`config.mk`:
```
export PLATFORM = sky130hd
export DESIGN_NAME = singly_linked_list_manager
export DESIGN_NICKNAME = d
export VERILOG_FILES = /design/src/rtl/sll_pkg.sv /design/src/rtl/sll_ram.sv /design/src/rtl/singly_linked_list_manager.sv
export VERILOG_INCLUDE_DIRS = /design/src /design/src/rtl
export SDC_FILE = /design/constraint.sdc
export NUM_CORES = 2
export LEC_CHECK = 0
export ABC_CLOCK_PERIOD_IN_PS = 9700
export BUFFER_PORTS_ARGS = -buffer_cell sky130_fd_sc_hd__clkbuf_2
export CAP_MARGIN = 25
export CORE_UTILIZATION = 60
export CTS_BUF_LIST = sky130_fd_sc_hd__clkbuf_16
export CTS_CLUSTER_DIAMETER = 80
export DETAILED_ROUTE_END_ITERATION = 7
export HOLD_SLACK_MARGIN = 0.02
export PLACE_DENSITY = 0.77
export REMOVE_ABC_BUFFERS = 1
export SYNTH_ARGS = -nofsm -noshare
export SYNTH_HDL_FRONTEND = slang
export SYNTH_HIERARCHICAL = 1
export SYNTH_SLANG_ARGS = --single-unit
```
`constraint.sdc`:
```
create_clock -name clk -period 9.7 [get_ports clk]
set_input_delay 0.485 -clock clk [delete_from_list [all_inputs] [get_ports clk]]
set_output_delay 0.485 -clock clk [all_outputs]
set_load 0.05 [all_outputs]
```
`src/rtl/singly_linked_list_manager_assert.svh`:
```
// ----------------------------------------------------------------------------
// singly_linked_list_manager_assert
// Assertion macros for the linked list manager.
// ----------------------------------------------------------------------------
`ifndef SINGLY_LINKED_LIST_MANAGER_ASSERT_SVH
`define SINGLY_LINKED_LIST_MANAGER_ASSERT_SVH
// Property that must hold on every edge outside reset.
`define SLL_ASSERT(lbl, prop, msg) \
  lbl: assert property (@(posedge clk) disable iff (rst) (prop)) else $error(msg);
// Property that must hold on every edge, reset included.
`define SLL_ASSERT_RST(lbl, prop, msg) \
  lbl: assert property (@(posedge clk) (prop)) else $error(msg);
`endif

```
`src/rtl/sll_pkg.sv`:
```
// ----------------------------------------------------------------------------
// sll_pkg
// Shared types and constants for the linked list manager.
// ----------------------------------------------------------------------------
package sll_pkg;
  localparam int Capacity = 32;
  localparam int SlotW = $clog2(Capacity);
  localparam int CountW = $clog2(Capacity + 1);

  typedef logic [SlotW-1:0] slot_t;
  typedef logic [CountW-1:0] count_t;

  typedef enum logic [2:0] {
    FN_INS_HEAD  = 3'd0,
    FN_INS_AFTER = 3'd1,
    FN_APPEND    = 3'd2,
    FN_DEL_HEAD  = 3'd3,
    FN_DEL_KEY   = 3'd4,
    FN_DEL_TAIL  = 3'd5,
    FN_RSVD6     = 3'd6,
    FN_RSVD7     = 3'd7
  } func_t;

  typedef enum logic [1:0] {
    ST_OK       = 2'd0,
    ST_EMPTY    = 2'd1,
    ST_NOTFOUND = 2'd2,
    ST_FULL     = 2'd3
  } status_t;

  typedef enum logic [3:0] {
    S_IDLE,
    S_WALK_RD,
    S_WALK_WAIT,
    S_WALK_CHK,
    S_FREE_RD,
    S_FREE_WAIT,
    S_COMMIT,
    S_DEL_RD,
    S_DEL_WAIT,
    S_DEL_COMMIT,
    S_OUT
  } state_t;
endpackage

```
`src/rtl/sll_ram.sv`:
```
// ----------------------------------------------------------------------------
// sll_ram
// Generic single-port synchronous RAM with registered read.
// ----------------------------------------------------------------------------
module sll_ram #(
  parameter int Width = 32,
  parameter int Depth = 32
) (
  input  logic                     clk,
  input  logic                     we,
  input  logic [$clog2(Depth)-1:0] addr,
  input  logic [Width-1:0]         wdata,
  output logic [Width-1:0]         rdata
);
  logic [Width-1:0] mem [Depth];
  always_ff @(posedge clk) begin
    if (we) begin
      mem[addr] <= wdata;
    end
    rdata <= mem[addr];
  end
endmodule

```
`src/rtl/singly_linked_list_manager.sv`:
```
// ----------------------------------------------------------------------------
// singly_linked_list_manager
// Linked list of signed values held in a value RAM and a next-pointer RAM.
//
// Channel  Dir  Ports
// in       in   valid, ready, func, value, key
// out      out  out_valid, out_ready, removed_value, status, count
//
// A full store, an empty list for a delete or an unused code goes straight to the
// result. Head insert and a first node read the free list and commit; head delete reads
// the head node; append also links the old tail. Searches and tail delete read one node
// at a time, then link after a hit, unlink, or free the tail; a miss ends the walk. One item at a time.
// Reset is synchronous and clears head, tail, free-list pointer and node counters; RAMs are not cleared.
// A result waiting at the output holds the next one in S_OUT.
// ----------------------------------------------------------------------------
module singly_linked_list_manager
  import sll_pkg::*;
(
  input  logic               clk,
  input  logic               rst,
  input  logic               valid,
  output logic               ready,
  input  logic [2:0]         func,
  input  logic signed [31:0] value,
  input  logic signed [31:0] key,
  output logic               out_valid,
  input  logic               out_ready,
  output logic signed [31:0] removed_value,
  output logic [1:0]         status,
  output logic [5:0]         count
);
  `include "singly_linked_list_manager_assert.svh"

  state_t state, state_next;
  slot_t head, tail, free_head, cur, prev, alloc;
  count_t freed, fresh, list_cnt, idx;
  logic [2:0] op;
  logic [31:0] val_r, key_r;
  logic [31:0] res_removed;
  status_t     res_status;

  logic        v_we, n_we;
  slot_t       v_addr, n_addr;
  logic [31:0] v_wd, v_rd;
  slot_t       n_wd, n_rd;

  // second write for insert-after / append / delete-key / tail-delete commit
  logic  commit2;
  slot_t found_next;

  logic full, hit, skip_head;

  sll_ram #(.Width(32), .Depth(Capacity)) u_val (
    .clk(clk), .we(v_we), .addr(v_addr), .wdata(v_wd), .rdata(v_rd));
  sll_ram #(.Width(SlotW), .Depth(Capacity)) u_next (
    .clk(clk), .we(n_we), .addr(n_addr), .wdata(n_wd), .rdata(n_rd));

  assign full = (list_cnt == count_t'(Capacity));
  assign hit = (v_rd == key_r);
  assign skip_head = (idx == count_t'(1)) && (cur == prev) && (list_cnt != count_t'(1));
  assign ready = (state == S_IDLE);

  always_comb begin
    state_next = state;
    case (state)
      S_IDLE: if (valid && ready) begin
        case (func)
          FN_INS_HEAD, FN_APPEND:
            state_next = full ? S_OUT : S_FREE_RD;
          FN_INS_AFTER:
            state_next = full ? S_OUT : ((list_cnt == '0) ? S_FREE_RD : S_WALK_RD);
          FN_DEL_HEAD, FN_DEL_KEY, FN_DEL_TAIL:
            state_next = (list_cnt == '0) ? S_OUT : S_WALK_RD;
          default: state_next = S_OUT;
        endcase
      end
      S_WALK_RD: state_next = S_WALK_WAIT;
      S_WALK_WAIT: state_next = S_WALK_CHK;
      S_WALK_CHK: begin
        case (op)
          FN_INS_AFTER: begin
            if (hit) state_next = S_FREE_RD;
            else if (idx + count_t'(1) == list_cnt) state_next = S_OUT;
            else state_next = S_WALK_RD;
          end
          FN_DEL_HEAD: state_next = S_DEL_COMMIT;
          FN_DEL_KEY: begin
            if (skip_head) state_next = S_WALK_RD;
            else if (list_cnt == count_t'(1)) state_next = S_OUT;
            else if (hit) state_next = S_DEL_COMMIT;
            else if (idx == list_cnt) state_next = S_OUT;
            else state_next = S_WALK_RD;
          end
          default: state_next = (idx == list_cnt) ? S_DEL_COMMIT : S_WALK_RD;
        endcase
      end
      S_FREE_RD: state_next = S_FREE_WAIT;
      S_FREE_WAIT: state_next = S_COMMIT;
      S_COMMIT: state_next = (op == FN_INS_HEAD || list_cnt == '0) ? S_OUT : S_DEL_RD;
      S_DEL_RD: state_next = S_DEL_WAIT;
      S_DEL_WAIT: state_next = S_DEL_COMMIT;
      S_DEL_COMMIT:
        state_next = (op == FN_INS_AFTER || op == FN_APPEND || !commit2) ?
                     S_OUT : S_DEL_COMMIT;
      S_OUT: state_next = (!out_valid || out_ready) ? S_IDLE : S_OUT;
      default: state_next = S_IDLE;
    endcase
  end

  // RAM port control
  always_comb begin
    v_we = 1'b0; n_we = 1'b0;
    v_addr = cur; n_addr = cur;
    v_wd = val_r; n_wd = '0;
    case (state)
      S_FREE_RD: n_addr = free_head;
      S_COMMIT: begin
        v_we = 1'b1; n_we = 1'b1; v_addr = alloc; n_addr = alloc;
        case (op)
          FN_INS_HEAD:  n_wd = (list_cnt == '0) ? slot_t'(0) : head;
          FN_INS_AFTER: n_wd = (list_cnt == '0) ? slot_t'(0) : found_next;
          default:      n_wd = '0;
        endcase
      end
      S_DEL_COMMIT: begin
        n_we = 1'b1;
        n_addr = commit2 ? prev : cur;
        n_wd = commit2 ? alloc : free_head;
      end
      default: ;
    endcase
  end

  always_ff @(posedge clk) begin
    if (rst) begin
      state <= S_IDLE; head <= '0; tail <= '0; free_head <= '0;
      freed <= '0; fresh <= '0; list_cnt <= '0; out_valid <= 1'b0;
      commit2 <= 1'b0;
    end else begin
      state <= state_next;
      if (state == S_OUT && (!out_valid || out_ready)) begin
        out_valid <= 1'b1; removed_value <= res_removed; status <= res_status;
        count <= 6'(list_cnt);
      end else if (out_ready) begin
        out_valid <= 1'b0;
      end
      case (state)
        S_IDLE: if (valid && ready) begin
          op <= func; val_r <= value; key_r <= key;
          res_removed <= '0; commit2 <= 1'b0;
          cur <= head; prev <= head;
          case (func)
            FN_INS_HEAD, FN_INS_AFTER, FN_APPEND: begin
              idx <= '0;
              res_status <= full ? ST_FULL : ST_OK;
            end
            FN_DEL_HEAD, FN_DEL_KEY, FN_DEL_TAIL: begin
              idx <= count_t'(1);
              res_status <= (list_cnt == '0) ? ST_EMPTY : ST_OK;
            end
            default: begin
              idx <= '0;
              res_status <= ST_OK;
            end
          endcase
        end
        S_WALK_CHK: begin
          // v_rd/n_rd hold node cur
          case (op)
            FN_INS_AFTER: begin
              if (hit) begin
                found_next <= n_rd; prev <= cur;
              end else if (idx + count_t'(1) == list_cnt) begin
                res_status <= ST_NOTFOUND;
              end else begin
                idx <= idx + count_t'(1); cur <= n_rd;
              end
            end
            FN_DEL_HEAD: begin
              res_removed <= v_rd;
              head <= n_rd;
            end
            FN_DEL_KEY: begin
              if (skip_head) begin
                cur <= n_rd; idx <= count_t'(2);
              end else if (list_cnt == count_t'(1)) begin
                res_status <= ST_NOTFOUND;
              end else if (hit) begin
                res_removed <= v_rd; alloc <= n_rd; commit2 <= 1'b1;
                if (cur == tail) tail <= prev;
              end else if (idx == list_cnt) begin
                res_status <= ST_NOTFOUND;
              end else begin
                prev <= cur; cur <= n_rd; idx <= idx + count_t'(1);
              end
            end
            default: begin
              if (idx == list_cnt) begin
                res_removed <= v_rd;
                if (list_cnt != count_t'(1)) begin
                  alloc <= '0; commit2 <= 1'b1; tail <= prev;
                end
              end else begin
                prev <= cur; cur <= n_rd; idx <= idx + count_t'(1);
              end
            end
          endcase
        end
        S_FREE_WAIT: begin
          if (freed != '0) begin
            alloc <= free_head; free_head <= n_rd; freed <= freed - count_t'(1);
          end else begin
            alloc <= fresh[SlotW-1:0]; fresh <= fresh + count_t'(1);
          end
        end
        S_COMMIT: begin
          list_cnt <= list_cnt + count_t'(1);
          case (op)
            FN_INS_HEAD: begin
              head <= alloc;
              if (list_cnt == '0) tail <= alloc;
            end
            FN_APPEND: begin
              tail <= alloc;
              if (list_cnt == '0) begin
                head <= alloc;
              end else begin
                prev <= tail; commit2 <= 1'b1;
              end
            end
            default: begin
              if (list_cnt == '0) begin
                head <= alloc; tail <= alloc;
              end else begin
                if (prev == tail) tail <= alloc;
                commit2 <= 1'b1;
              end
            end
          endcase
        end
        S_DEL_COMMIT: begin
          if (op == FN_INS_AFTER || op == FN_APPEND) begin
            commit2 <= 1'b0;
          end else if (commit2) begin
            commit2 <= 1'b0;
          end else begin
            free_head <= cur; freed <= freed + count_t'(1);
            list_cnt <= list_cnt - count_t'(1);
            if (list_cnt == count_t'(1)) begin
              head <= '0; tail <= '0;
            end
          end
        end
        default: ;
      endcase
    end
  end

  `SLL_ASSERT(a_cnt_range, list_cnt <= count_t'(Capacity), "count above capacity")
  `SLL_ASSERT(a_no_accept_busy, (state != S_IDLE) |-> !ready, "ready while busy")
  `SLL_ASSERT(a_out_hold, (out_valid && !out_ready) |=> out_valid && $stable(status), "beat lost")
  `SLL_ASSERT(a_empty, (state == S_IDLE && list_cnt == '0) |-> (head | tail) == '0, "stale ptr")
  `SLL_ASSERT_RST(a_rst_idle, rst |=> (!out_valid && state == S_IDLE), "not idle after reset")
endmodule
```
==> impl_metrics.json <==
{
  "cp_data_arrival_time_ns": 5.58,
  "clock_sinks": 1426,
  "status": "completed",
  "cts_tree": "built",
  "nets": 3538,
  "maxSlewViolCount": 0,
  "slew_headroom_pct": 18.9,
  "finalClockSkew_ns": 0.0393,
  "syn_area_um2": 55600,
  "syn_to_final_growth_pct": 12.6,
  "start_util_pct": 60.6,
  "totalWireLength_mm": 142,
  "power_density_nw_per_um2": 237,
  "reg2reg_slack_ns": 4.73,
  "grt_pass1_vias": 30844,
  "gp_congestion": 0.870,
  "insertion_delay_ns": 0.75,
  "min-delay-start": "value[21]",
  "io_buffers": 112,
  "setup.worst_path.start": "state[3]",
  "rows": 111,
  "drive_gt1_share_pct": 12.7,
  "worstSetupPathType": "reg -> reg",
  "ioPinCount": 113,
  "finalHoldViolations": 0,
  "die_height_um": 306,
  "grt_first_pass_wirelength_mm": 203,
  "antenna_found_initial": 3,
  "core_um2": 91700,
  "reg2reg_to": "u_val/rdata[22]",
  "firstDrtPassIters": 6,
  "vias": 31595,
  "cp_num_cells": 12,
  "cts_resized": 0,
  "dpl.hpwl_mm": 75.7,
  "cp-end-kind": "register",
  "crit_buf_inv": 4,
  "cp-endpoint": "u_val/rdata[22]",
  "grt_max_degree": 152,
  "ant_nets": 0,
  "path_clk_slew_ns": 0.06,
  "cts-buffers-inserted": 137,
  "antenna_cells": 0,
  "dpl_cell_area_um2": 57600,
  "yosys_warnings": 6,
  "min_path_type": "in -> reg",
  "timing.fmax_mhz": 201,
  "htree_levels": 4,
  "cpMostUsedCell": "buf_4",
  "ir_drop_v": 0.000196,
  "routed_via_density": 6.64,
  "die_x_um": 306,
  "ys.flop_type": "edfxtp_1",
  "drc": 0,
  "cap_violations": 0,
  "wl_per_cell_um": 29.9,
  "initialDrtViolationCount": 4465,
  "synth_cells": 3245,
  "reg2reg_depth": 12,
  "cp_cell_sequence": "nor2_1, nand3_2, clkinv_1, buf_4, nand2_1, o21ai_4, buf_4, buf_4, mux2i_1, o22ai_1, nor4_1, nand2_1",
  "fin_tns_setup_ns": 0,
  "crit_path_start_kind": "register",
  "overflow": 0,
  "ys_types": 75,
  "p_leak_nw": 21.4,
  "tightest_slew_ns": 1.22,
  "yosysSeqAreaShare_pct": 75.7,
  "cts_buffer_depth": 3,
  "grt_setup_unrepaired": "false",
  "async_flop_share_pct": 0,
  "cts_setup_buffers": 0,
  "syn_area_per_cell_um2": 17.1,
  "crit_fanout": 57,
  "cts_root_buf": "clkbuf_16",
  "ys_ff_latch": 1426,
  "rr_startpoint": "state[3]",
  "period_needed_ns": 4.97,
  "cp_slowest_cell": "buf_4",
  "dieArea_um2": 93900,
  "period_share_pct": 51.2,
  "critPathTopFamily": "buffers and inverters",
  "hold_path_depth": 1,
  "finalInstanceArea_um2": 62600,
  "cpPeakStageDelay_ns": 0.90,
  "grt_util_all_layers_pct": 30.2,
  "synth_edf_count": 1351,
  "crit_required_ns": 10.31,
  "setup_viol": 0
}
==> logic make-up (layout without fill, tap and decap cells) <==
family          Yosys count  after routing  synth area share, %
flops                  1426           1426                 75.7
mux                     618            618                 11.1
xor+xnor                 76             76                 1.20
fa+ha+maj                11             11                0.261
buf+inv                 197            523                 1.95
compound gates          434            434                 4.96
simple gates            483            483                 4.81
==> state kept, by name, indices dropped and copies added, names as in the netlist, 5 cells and up <==
signal,count
u_val/mem,1024
u_next/mem,160
key_r,32
removed_value,32
res_removed,32
u_val/rdata,32
v_wd,32
count,6
freed,6
idx,6
list_cnt,6
alloc,5
cur,5
found_next,5
free_head,5
fresh,5
head,5
prev,5
tail,5
u_next/rdata,5
==> cell usage after synthesis, types with 7 or more instances <==
library cell | number | area [µm²]
nand4bb_1 | 9 | 101
nor3_1 | 28 | 140
edfxtp_1 | 1351 | 40600
nand3b_1 | 10 | 75.1
xor2_1 | 18 | 158
nand4_1 | 17 | 106
dfxtp_1 | 75 | 1500
nor4_1 | 80 | 500
nor2_1 | 112 | 420
clkbuf_1 | 41 | 154
nand4b_1 | 7 | 61.3
o21ai_0 | 35 | 175
nand2_1 | 93 | 349
buf_4 | 10 | 75.1
and2_1 | 36 | 225
mux2i_1 | 617 | 6180
buf_2 | 101 | 505
inv_1 | 12 | 45.0
nor2b_1 | 8 | 50.1
o22ai_1 | 304 | 1900
nand2b_1 | 8 | 50.1
a311oi_1 | 7 | 61.3
buf_6 | 24 | 270
or3_1 | 8 | 50.1
ha_1 | 10 | 125
nand3_1 | 18 | 90.1
xnor2_1 | 58 | 508
a21oi_1 | 37 | 185
==> report_power, final <==
group          switching, W  total, W  internal (W)  leakage (nW)
Clock               0.00224   0.00509       0.00285          2.28
Sequential         0.000436   0.00754       0.00710          12.5
Combinational       0.00138   0.00223      0.000852          6.54
==> how the worst min path moves through the flow <==
| stage | end | slack [ns] |
|---|---|---|
| finish | v_wd[21] | 0.06 |
| global route | v_wd[21] | 0.04 |
| CTS | v_wd[21] | 0.02 |
| detailed placement | removed_value[17] | 0.40 |
| global placement | removed_value[16] | 0.40 |
| floorplan | removed_value[0] | 0.40 |
==> placed cells by master, fill, tap and decap left out, drive strengths merged, types with 10 or more instances in the layout <==
cell type	instances
xnor2	58
edfxtp	1351
a21oi	37
xor2	18
clkbuf	252
clkinv	51
o22ai	304
inv	66
nor2	115
nor3	30
o21ai	37
dfxtp	75
and2	36
dlygate4sd3	65
nand3b	10
nand2	94
nand3	19
nand4	17
nor4	80
mux2i	617
buf	78
ha	10
==> metal layers <==
metal / part of all wire [%] / global-route usage, % / vias to the layer above
met3: 11 / 6.33 / 382
met2: 47 / 47.6 / 1998
li1: - / - / 13349
met4: 4.4 / 13.7 / 0
met1: 37 / 40.7 / 15866
met5: 0 / 0 / -
==> layout make-up <==
cell class                 instances  area, µm²
fill                            5753      29100
timing repair buffer             255       1890
clock buffer                     140       3500
clock inverter                   114        815
inverter                          14       52.6
tap                             1186       1480
multi-input combinational       1622      12800
sequential                      1426      42100
==> metrics by stage <==
stage,hold slack (ns),util [%],cells,power [W],worst slack (ns)
detailed placement,0.405,62.8,4435,0.00979,4.83
CTS,0.0203,68.2,4754,0.0148,4.83
global route,0.0364,68.3,4757,0.0153,4.58
floorplan,0.400,-,3062,0.0109,-57.59
global placement,0.401,62.7,4432,0.00971,4.96
finish,0.0640,68.3,4757,0.0149,4.73
==> repair_timing <==
item / in CTS / in global routing
hold buffers: 65 / 0
endpoints found under the hold margin: 65 / 0
setup endpoints to repair: 0 / 0
(Power assumes the default switching activity.)
